### src/hdl/adaptive_flush_threshold_defines.svh
// Assertion macros for the flush threshold tracker.
`ifndef ADAPTIVE_FLUSH_THRESHOLD_DEFINES_SVH
`define ADAPTIVE_FLUSH_THRESHOLD_DEFINES_SVH
`ifndef SYNTH
`define AFT_ASSERT_IMP(label, clk, rst_n, a, c) \
  label: assert property (@(posedge clk) disable iff (!rst_n) (a) |-> (c)) \
    else $error("assertion failed");
`define AFT_ASSERT_NXT(label, clk, rst_n, a, c) \
  label: assert property (@(posedge clk) disable iff (!rst_n) (a) |=> (c)) \
    else $error("assertion failed");
`else
`define AFT_ASSERT_IMP(label, clk, rst_n, a, c)
`define AFT_ASSERT_NXT(label, clk, rst_n, a, c)
`endif
`endif

### src/hdl/aft_slot_mem.sv
// ----------------------------------------------------------------------------
// aft_slot_mem
// Per-slot record memory: dirty count, threshold and device index.
// ----------------------------------------------------------------------------
`default_nettype none
module aft_slot_mem #(
  parameter int DEPTH = 64,
  parameter int AW = 6,
  parameter int DW = 68
) (
  input  wire logic          clk,
  input  wire logic          we,
  input  wire logic [AW-1:0] waddr,
  input  wire logic [DW-1:0] wdata,
  input  wire logic [AW-1:0] raddr,
  output logic      [DW-1:0] rdata
);
  logic [DW-1:0] mem [DEPTH];

  always_ff @(posedge clk) begin
    if (we) begin
      mem[waddr] <= wdata;
    end
    rdata <= mem[raddr];
  end
endmodule
`default_nettype wire
### config.mk
export PLATFORM = sky130hd
export DESIGN_NAME = aft_slot_mem
export DESIGN_NICKNAME = d
export VERILOG_FILES = /design/src/hdl/adaptive_flush_threshold_defines.svh /design/src/hdl/aft_slot_mem.sv
export SDC_FILE = /design/constraint.sdc
export NUM_CORES = 2
export LEC_CHECK = 0
export BUFFER_PORTS_ARGS = -buffer_cell sky130_fd_sc_hd__buf_2
export CORE_AREA = 2 2 631 633
export CTS_CLUSTER_SIZE = 16
export DETAILED_ROUTE_END_ITERATION = 10
export DIE_AREA = 0 0 633 635
export PLACE_DENSITY = 0.67
export SETUP_SLACK_MARGIN = 0.5
export SYNTH_ARGS = -nofsm -noshare
export SYNTH_HDL_FRONTEND = slang
export SYNTH_MEMORY_MAX_BITS = 65536
export SYNTH_SLANG_ARGS = --single-unit
### constraint.sdc
create_clock -name clk -period 14.7 [get_ports clk]
set_input_delay 1.47 -clock clk [delete_from_list [all_inputs] [get_ports clk]]
set_output_delay 1.47 -clock clk [all_outputs]
set_load 0.005 [all_outputs]
==> impl_metrics.env <==
export IMPL_drt_iter0_drc=13300
export IMPL_synth_top_area_cell="edfxtp_1"
export IMPL_coreArea_um2=395000
export IMPL_synth_edf_count=4352
export IMPL_root_buffer="clkbuf_16"
export IMPL_path_max_fanout=131
export IMPL_drc=0
export IMPL_min_period_over_period=0.368
export IMPL_status="finished clean"
export IMPL_synthTopCellsByArea="edfxtp_1, mux4_2, o22ai_1, dfxtp_1, mux2i_1"
export IMPL_ff2ff_path_depth=4
export IMPL_numClockSinks=4420
export IMPL_synth_cell_types=35
export IMPL_final_area_um2=187000
export IMPL_cp_end_kind="flop"
export IMPL_tightest_slew_ps=1350
export IMPL_cp_arrival_ps=6320
export IMPL_cellLeakagePower_nw=57.3
export IMPL_vias=82700
export IMPL_fmax_mhz=185
export IMPL_grt_first_pass_wirelength_um=646000
export IMPL_hpwlAfterDp_um=245000
export IMPL_port_buffers=149
export IMPL_dpl_cell_area_um2=173000
export IMPL_irDropWorstVdd_mv=0.102
export IMPL_min_period_ps=5400
export IMPL_worst_clock_skew_ps=43.9
export IMPL_start_kind="primary input"
export IMPL_grt_max_degree=132
export IMPL_ios=150
export IMPL_gp_congestion=0.803
export IMPL_die_y_um=635
export IMPL_synth_top_cell_area_share=0.790
export IMPL_clkSlewWorstSetupHoldPaths_ps=60
export IMPL_synth_ff_type="edfxtp_1"
export IMPL_rsz0062_at_grt="false"
export IMPL_fp_dieW_um=633
export IMPL_worst_hold_slack_ps=780
export IMPL_hold_buffers=0
export IMPL_hp_class="reg2reg"
export IMPL_ant_nets=0
export IMPL_netlist_instances=7077
export IMPL_synthArstFlopShare=0
export IMPL_ys_warn_count=0
export IMPL_rows=231
export IMPL_area_growth_pct=12.9
export IMPL_avgSynthCellArea_um2=23.4
export IMPL_avgRoutedWirePerCell_um=35.8
export IMPL_post_synth_top_count_cell="edfxtp_1"
export IMPL_seq_area_frac_synth=0.798
export IMPL_drive_gt1_frac=0.267
export IMPL_synth_cell_area_um2=166000
export IMPL_grt_usage=0.229
export IMPL_slew_violations=0
export IMPL_ys_ff_latch=4420
export IMPL_worstHoldPathCells=5
export IMPL_clk_latency_ps=990
export IMPL_antenna_found_initial=66
export IMPL_fin_setup_tns_ps=0
export IMPL_cts_buffers=428
export IMPL_grt_overflow=0
export IMPL_syn_nets=7159
export IMPL_slew_headroom=0.0995
export IMPL_cap_violations=0
export IMPL_cts_resized=0
export IMPL_cts_max_level=5
export IMPL_grt_pass1_vias=81300
export IMPL_clk_path_buf_depth=4
export IMPL_post_cts_setup_buffers=0
export IMPL_power_density_nw_per_um2=140
export IMPL_start_util=0.419
export IMPL_wl_um=468000
export IMPL_via_per_inst=6.32
export IMPL_synth_common_cells="edfxtp_1, mux4_2, o22ai_1, clkbuf_1, mux2i_1"
export IMPL_cp_required_ps=15620
export IMPL_fin_nets=7523
export IMPL_drt_pass1_iter_count=7
export IMPL_finalHoldViolations=0
export IMPL_dieArea_um2=402000
export IMPL_setup_violations=0
export IMPL_crit_type="in2reg"
export IMPL_cts_tree="done"
==> logic make-up (layout without fill, tap and decap cells) <==
group / count (synthesis) / in the layout / share of synthesized area
DFF: 4420 / 4420 / 0.798
muxes: 1161 / 1161 / 0.148
AOI/OAI and AO/OA: 669 / 669 / 0.0278
buffers and inverters: 414 / 1137 / 0.0133
and+or+nand+nor: 413 / 413 / 0.0129
other: 0 / 29 / 0
==> cell type report <==
type / count / area [um^2]
Fill cell: 31500 / 208000
Antenna cell: 29 / 72.6
Timing Repair Buffer: 347 / 2420
Tap cell: 5242 / 6560
Multi-Input combinational cell: 2243 / 31800
Sequential cell: 4420 / 132000
Inverter: 1 / 5.00
Clock inverter: 235 / 2450
Clock buffer: 554 / 11500
==> power by group <==
part	leakage, nW	internal, mW	switching (mW)
clock network	6.80	6.29	4.68
logic	10.8	0.409	0.734
registers	39.7	14.0	0.0746
total	57.3	20.7	5.49
==> worst max-delay path: stages <==
cell and delay [ps]:
buf_8 290, buf_12 720, buf_4 810, buf_4 900, mux4_2 380, o22ai_1 170
nor4_1 940, o22a_1 230
==> through the flow <==
stage	std cells	util	total power, mW	setup slack [ps]
2_1_floorplan	7077	-	14.9	7540
3_3_place_gp	12300	0.438	15.4	8590
3_5_place_dp	12300	0.438	15.4	8540
4_1_cts	13000	0.473	26.2	9530
5_1_grt	13100	0.473	26.8	9390
6_report	13100	0.473	26.1	9300
==> worst paths after layout <==
path                            slack (ps)        end  startpoint
worst min register to register         780   rdata[4]   mem[5][4]
worst max register to register       12720  rdata[50]  mem[5][50]
worst max-delay path                  9300  rdata[50]    raddr[1]
worst min-delay path                   780   rdata[4]   mem[5][4]
==> registers in the layout, indices dropped and copies added (netlist names) <==
signal	count
rdata	68
mem	4352
==> cells in the final DEF (no fill, tap or decap), drive strengths merged, types with 10 or more instances in the layout <==
master,n
o21ai,12
clkinv,167
nand2,29
o221ai,23
diode,29
o22ai,370
mux4,1031
dfxtp,68
o22a,56
edfxtp,4352
nand3,30
nor3,103
a211oi,108
a22oi,60
nor4,56
o211a,12
clkinvlp,14
inv,10
a21oi,16
buf,347
bufinv,45
clkbuf,554
nor2,86
nor2b,84
mux2i,130
a31oi,12
==> routing by layer <==
metal,vias up,part of all wire,wire (um),global-route usage
met3,1059,0.12,55500,0.0464
li1,31300,-,-,-
met2,5790,0.48,224000,0.366
met1,44500,0.36,168000,0.311
met4,22,0.044,20500,0.0867
met5,-,0.00030,142,0.00155
Note: power is estimated with default switching activity, not from simulation.
