### src/hdl/adaptive_flush_threshold_defines.svh
// Assertion macros for the flush threshold tracker.
`ifndef ADAPTIVE_FLUSH_THRESHOLD_DEFINES_SVH
`define ADAPTIVE_FLUSH_THRESHOLD_DEFINES_SVH
`ifndef SYNTH
`define AFT_ASSERT_IMP(label, clk, rst_n, a, c) \
  label: assert property (@(posedge clk) disable iff (!rst_n) (a) |-> (c)) \
    else $error("assertion failed");
`define AFT_ASSERT_NXT(label, clk, rst_n, a, c) \
  label: assert property (@(posedge clk) disable iff (!rst_n) (a) |=> (c)) \
    else $error("assertion failed");
`else
`define AFT_ASSERT_IMP(label, clk, rst_n, a, c)
`define AFT_ASSERT_NXT(label, clk, rst_n, a, c)
`endif
`endif

### src/hdl/aft_pkg.sv
// ----------------------------------------------------------------------------
// aft_pkg
// Types and constants shared by the flush threshold tracker.
// ----------------------------------------------------------------------------
`default_nettype none
package aft_pkg;
  localparam int FILE_SLOTS = 64;
  localparam int DEVICE_SLOTS = 8;

  typedef enum logic [1:0] {
    OP_OPEN = 2'd0, OP_CLOSE = 2'd1, OP_WRITE = 2'd2, OP_SYNC = 2'd3
  } op_t;

  typedef enum logic [1:0] {
    KIND_SAME = 2'd0, KIND_DEC = 2'd1, KIND_INC = 2'd2
  } kind_t;

  localparam logic [2:0] REG_INITIAL = 3'd0;
  localparam logic [2:0] REG_FLOOR   = 3'd1;
  localparam logic [2:0] REG_CEILING = 3'd2;
  localparam logic [2:0] REG_HIGH    = 3'd3;
  localparam logic [2:0] REG_LOW     = 3'd4;

  typedef struct packed {
    logic [1:0]  operation;
    logic [5:0]  file_slot;
    logic [2:0]  device_slot;
    logic [30:0] byte_count;
    logic [31:0] elapsed_us;
    logic        sync_ok;
  } in_item_t;

  typedef struct packed {
    logic        tracked;
    logic        sync_request;
    logic [32:0] dirty_bytes;
    logic [31:0] flush_limit;
    logic [1:0]  adjust_kind;
  } out_item_t;

  // divider handshake
  typedef struct packed {
    logic        start;
    logic [63:0] dividend;
    logic [31:0] divisor;
  } div_req_t;

  typedef struct packed {
    logic        done;
    logic [63:0] quotient;
  } div_rsp_t;
endpackage
`default_nettype wire

### src/hdl/aft_divider.sv
// ----------------------------------------------------------------------------
// aft_divider
// Restoring divider, 64 by 32 bits, one quotient bit per cycle.
// ----------------------------------------------------------------------------
`default_nettype none
module aft_divider (
  input  wire logic              clk,
  input  wire logic              rst_n,
  input  wire aft_pkg::div_req_t req,
  output aft_pkg::div_rsp_t      rsp
);
  import aft_pkg::*;

  logic        busy_r;
  logic [6:0]  cnt_r;
  logic [63:0] quo_r;
  logic [32:0] rem_r;
  logic [31:0] dsr_r;
  logic        done_r;
  logic [32:0] shifted;
  logic [33:0] diff;

  always_comb begin
    shifted = {rem_r[31:0], quo_r[63]};
    diff = {1'b0, shifted} - {2'b0, dsr_r};
  end

  always_ff @(posedge clk) begin
    if (!rst_n) begin
      busy_r <= 1'b0;
      done_r <= 1'b0;
      cnt_r  <= '0;
    end else begin
      done_r <= 1'b0;
      if (req.start) begin
        busy_r <= 1'b1;
        cnt_r  <= 7'd64;
        quo_r  <= req.dividend;
        rem_r  <= '0;
        dsr_r  <= req.divisor;
      end else if (busy_r) begin
        // shift in one dividend bit, subtract when it fits
        if (!diff[33]) begin
          rem_r <= diff[32:0];
          quo_r <= {quo_r[62:0], 1'b1};
        end else begin
          rem_r <= shifted;
          quo_r <= {quo_r[62:0], 1'b0};
        end
        cnt_r <= cnt_r - 7'd1;
        if (cnt_r == 7'd1) begin
          busy_r <= 1'b0;
          done_r <= 1'b1;
        end
      end
    end
  end

  assign rsp.done = done_r;
  assign rsp.quotient = quo_r;
endmodule
`default_nettype wire

### config.mk
export PLATFORM = sky130hd
export DESIGN_NAME = aft_divider
export DESIGN_NICKNAME = d
export VERILOG_FILES = /design/src/hdl/adaptive_flush_threshold_defines.svh /design/src/hdl/aft_pkg.sv /design/src/hdl/aft_divider.sv
export SDC_FILE = /design/constraint.sdc
export NUM_CORES = 1
export LEC_CHECK = 0
export BUFFER_PORTS_ARGS = -buffer_cell sky130_fd_sc_hd__buf_2
export CAP_MARGIN = 5
export CORE_MARGIN = 1
export CORE_UTILIZATION = 55
export DETAILED_ROUTE_END_ITERATION = 16
export PLACE_DENSITY = 0.8
export SKIP_LAST_GASP = 1
export SLEW_MARGIN = 20
export SYNTH_ARGS = -nofsm -noshare
export SYNTH_HDL_FRONTEND = slang
export SYNTH_SLANG_ARGS = --single-unit
### constraint.sdc
create_clock -name clk -period 4.3 [get_ports clk]
set_input_delay 0.215 -clock clk [delete_from_list [all_inputs] [get_ports clk]]
set_output_delay 0.215 -clock clk [all_outputs]
set_load 0.005 [all_outputs]
==> parameters.txt <==
Parameter                              Value

Outcome
  Status ... complete, no violations

Critical path
  Setup slack of the most critical reg-to-reg path ... 0.78 ns
  Reg-to-reg startpoint ... quo_r[63]
  Critical path class ... register to register
  Critical path arrival ... 3.67 ns
  Kind of start point of the critical path ... register
  Kind of capture point of the worst setup path ... register
  Cell at the slowest stage of the critical path ... sky130_fd_sc_hd__a221oi_1
  Chain of cells forming the critical path ... inv_1 -> ha_1 -> inv_1 -> fa_1 -> a21o_1 -> a221oi_2 -> o21ai_1 -> a41oi_2 -> o21ai_1 -> a221oi_1 -> a21oi_1 -> xnor2_1 -> a211oi_2
  Crit-path max cell delay ... 0.44 ns
  Worst setup path startpoint ... quo_r[63]
  Worst R2R End ... rem_r[28]
  Worst r2r path cells ... 13
  Worst endpoint required time ... 4.46 ns
  Capturing instance or port of the critical path ... rem_r[28]
  Maximum fanout encountered on the critical timing path ... 4

Power
  Overall Power ... 3.98 mW
  Sequential Power Share ... 41.5%
  Leakage Power ... 3.88 nW
  Internal power summed over all cells ... 2.90 mW
  Total power density per cell area ... 433 nW/um^2
  Switch share ... 27.1%
  Clock group share of total power ... 37.7%
  Combinational Power Share ... 20.8%
  Net switching power ... 1.08 mW
  IR Drop Worst-Case VDD ... 0.295 mV

Routing
  Via density per instance ... 5.53
  Wire length on met2 ... 8410 um
  Mean routed wirelength per cell ... 17.3 um
  Total wire length ... 16,500 um
  Routed vias ... 5,272
  Final antenna-violating net count ... 0
  Met3 wire length ... 1150 um
  Number of remaining DRC errors ... 0
  Highest metal layer with signal wires ... met4
  Wl on met1 ... 6610 um
  Number of violations reported at the end of detailed-routing iteration 0 ... 232
  First-pass DRT Iterations ... 5

STA
  Crit path time final ... 3.52 ns
  Total negative setup slack ... 0 ns
  Slew headroom ... 43.5%
  Setup ws final ... 0.783 ns
  Number of hold-slack violations in the final timing report ... 0
  Transition time at the pin with the least slew margin ... 0.847 ns
  Max Clk Rate ... 284 MHz
  Final setup skew ... 0.0130 ns
  Setup repair after global routing missed its margin ... no
  Final Slew Violations ... 0
  Portion of the clock cycle consumed by the worst path in the final layout ... 81.8%
  Count of endpoints failing setup in the final report ... 0
  Final-layout worst hold slack ... 0.0621 ns

Synth
  Count of state elements after synthesis ... 137
  Avg Synthesized Cell Area ... 12.8 um^2
  Ys Warns ... 0
  Net count after synthesis ... 703
  Share of synthesized registers carrying an async set or reset ... 0%
  Top area cells in the synthesized netlist ... sky130_fd_sc_hd__edfxtp_1, sky130_fd_sc_hd__mux2_2, sky130_fd_sc_hd__ha_1
  Count of flip-flops with a built-in enable after synthesis ... 128
  Main flop type after synthesis ... sky130_fd_sc_hd__edfxtp_1
  Portion of synthesized cell area occupied by the leading cell type ... 52.6%
  Synthesized instance count ... 569
  Synthesized area ... 7300 um^2
  Cell type with the highest aggregate area in the netlist ... sky130_fd_sc_hd__edfxtp_1
  Distinct cell type count of the synthesized netlist ... 63
  Sequential fraction of the synthesis area ... 55.1%

Clocking
  Clock sink count ... 137
  Clock transition time at the flip-flop clock pins of the worst setup and hold paths ... 0.06 ns
  Number of gates resized after cts ... 0
  Total clock buffers created by CTS ... 17
  Clock latency reported for the late side of the worst-skew pair ... 0.43 ns
  CTS tree ... done
  Library cell used as clock root buffer ... sky130_fd_sc_hd__clkbuf_16
  Largest buffer count on any clock path ... 2
  H-tree levels ... 4

Final layout
  Fraction of final layout cells sized beyond drive strength 1 ... 35.9%
  Relative area change from synthesis to final layout ... 25.9%
  Final #Nets ... 901

Die
  Core Box Area ... 12,800 um^2
  Die Area ... 13,700 um^2
  Initial cell density of the core ... 57.2%
  Num ports ... 164
  Site Rows ... 41
  Die Span Y ... 117 um
  Die Span X ... 117 um

Placement
  Pre-CTS worst setup slack ... 0.822 ns
  Routability congestion estimate from global placement ... 0.878
  HPWL reported at the end of detailed placement ... 11,500 um
  Port Buffer Count ... 163

GRT
  Antenna violations before repair ... 0
  Global-route total usage across every layer ... 25.7%
  Gr ovfl total ... 0
  Vias in the first global route ... 5,412
  Wire length of the first global-routing pass ... 26,100 um
  Maximum number of pins on one net before global-route repair ... 63

Run
  Maximum capacitance violations ... 0

Min path
  Hold crit path type ... primary input to register
-- power by group through the flow --
stage	Clock, mW	Combinational (mW)	Sequential (mW)
finish	1.50	0.829	1.65
CTS	1.51	0.829	1.65
floorplan	0	0.602	1.67
global route	1.57	0.916	1.66
global placement	0	0.769	1.67
detailed placement	0	0.797	1.68
-- synth_stat cells, types with 4 or more instances --
cell type	count
sky130_fd_sc_hd__o21a_1	7
sky130_fd_sc_hd__inv_1	42
sky130_fd_sc_hd__xor2_1	11
sky130_fd_sc_hd__mux2_2	64
sky130_fd_sc_hd__nand3b_1	5
sky130_fd_sc_hd__ha_1	34
sky130_fd_sc_hd__clkbuf_1	13
sky130_fd_sc_hd__nor3_1	4
sky130_fd_sc_hd__nand2_1	18
sky130_fd_sc_hd__nor2_1	47
sky130_fd_sc_hd__a211oi_2	6
sky130_fd_sc_hd__nor2_2	4
sky130_fd_sc_hd__dfxtp_1	9
sky130_fd_sc_hd__nand3_1	5
sky130_fd_sc_hd__edfxtp_1	128
sky130_fd_sc_hd__a21oi_1	27
sky130_fd_sc_hd__mux2i_1	25
sky130_fd_sc_hd__nand2b_1	7
sky130_fd_sc_hd__a21o_1	14
sky130_fd_sc_hd__nand4_1	6
sky130_fd_sc_hd__o22ai_1	4
sky130_fd_sc_hd__o21ai_0	11
sky130_fd_sc_hd__xnor2_1	22
-- timing repair --
item / in CTS / in global routing
hold buffers: 32 / 0
endpoints found under the hold margin: 32 / 0
buffers inserted: 0 / 0
-- cell families (layout without fill, tap and decap cells) --
family          after synthesis  in the layout  share of synthesized area, %
xor+xnor                     33             33                          3.96
mux                          89             89                          13.3
flops                       137            137                          55.1
simple gates                110            110                          7.26
fa+ha+maj                    35             35                          6.10
compound gates              102            102                          10.2
buf+inv                      63            274                          4.09
other cells                   0              1                             0
-- registers in the layout, summed over array words and instances (netlist names) --
signal  cells
dsr_r      32
busy_r      1
cnt_r       7
quo_r      64
done_r      1
rem_r      32
-- cell usage in the layout (no fill, tap or decap), types with 14 or more instances in the layout --
master                          count
sky130_fd_sc_hd__buf_2            162
sky130_fd_sc_hd__ha_1              34
sky130_fd_sc_hd__nand2_1           18
sky130_fd_sc_hd__nor2_1            47
sky130_fd_sc_hd__mux2i_1           25
sky130_fd_sc_hd__edfxtp_1         128
sky130_fd_sc_hd__a21o_1            14
sky130_fd_sc_hd__clkbuf_16         17
sky130_fd_sc_hd__xnor2_1           22
sky130_fd_sc_hd__a21oi_1           27
sky130_fd_sc_hd__inv_1             42
sky130_fd_sc_hd__dlygate4sd3_1     32
sky130_fd_sc_hd__mux2_2            64
-- layer usage --
layer  vias to the layer above  GRT usage, %
met5                         -             0
met4                         0          9.87
met3                        25          9.22
met2                       194          44.8
met1                      2539          28.6
li1                       2514             -
-- final cells by class --
class,count,area [um^2]
well taps,172,215
clock buffers,18,429
diodes,1,2.50
inverters,42,158
multi-input cells,369,3000
flip-flops and latches,137,4020
clock inverters,14,170
repair buffers,200,1200
fillers,880,3580
-- worst min path at each step --
stage	start	to	slack (ns)	cells past startpoint
global placement	req[6]	dsr_r[6]	0.39	1
floorplan	req[0]	dsr_r[0]	0.31	0
finish	rst_n	cnt_r[6]	0.06	2
CTS	rst_n	cnt_r[6]	0.04	2
detailed placement	req[10]	dsr_r[10]	0.39	1
global route	rst_n	cnt_r[6]	0.05	2
-- worst max-delay path, delay by kind of cell (launching register included) --
family                   cells  cell delay [ns]
flip-flops                   1             0.42
buffers and inverters        2             0.14
XOR/XNOR                     1             0.19
AO/OA/AOI/OAI                8             1.95
adder cells (fa/ha/maj)      2             0.55
-- through the flow --
stage,util [%],instance area [um^2],cells
after floorplan,-,7300,569
final,72.0,9200,953
after global routing,72.0,9200,952
after detailed placement,64.8,8280,888
after CTS,72.0,9200,952
after global placement,64.8,8280,888
No activity file was read; power rests on OpenSTA's default activity.
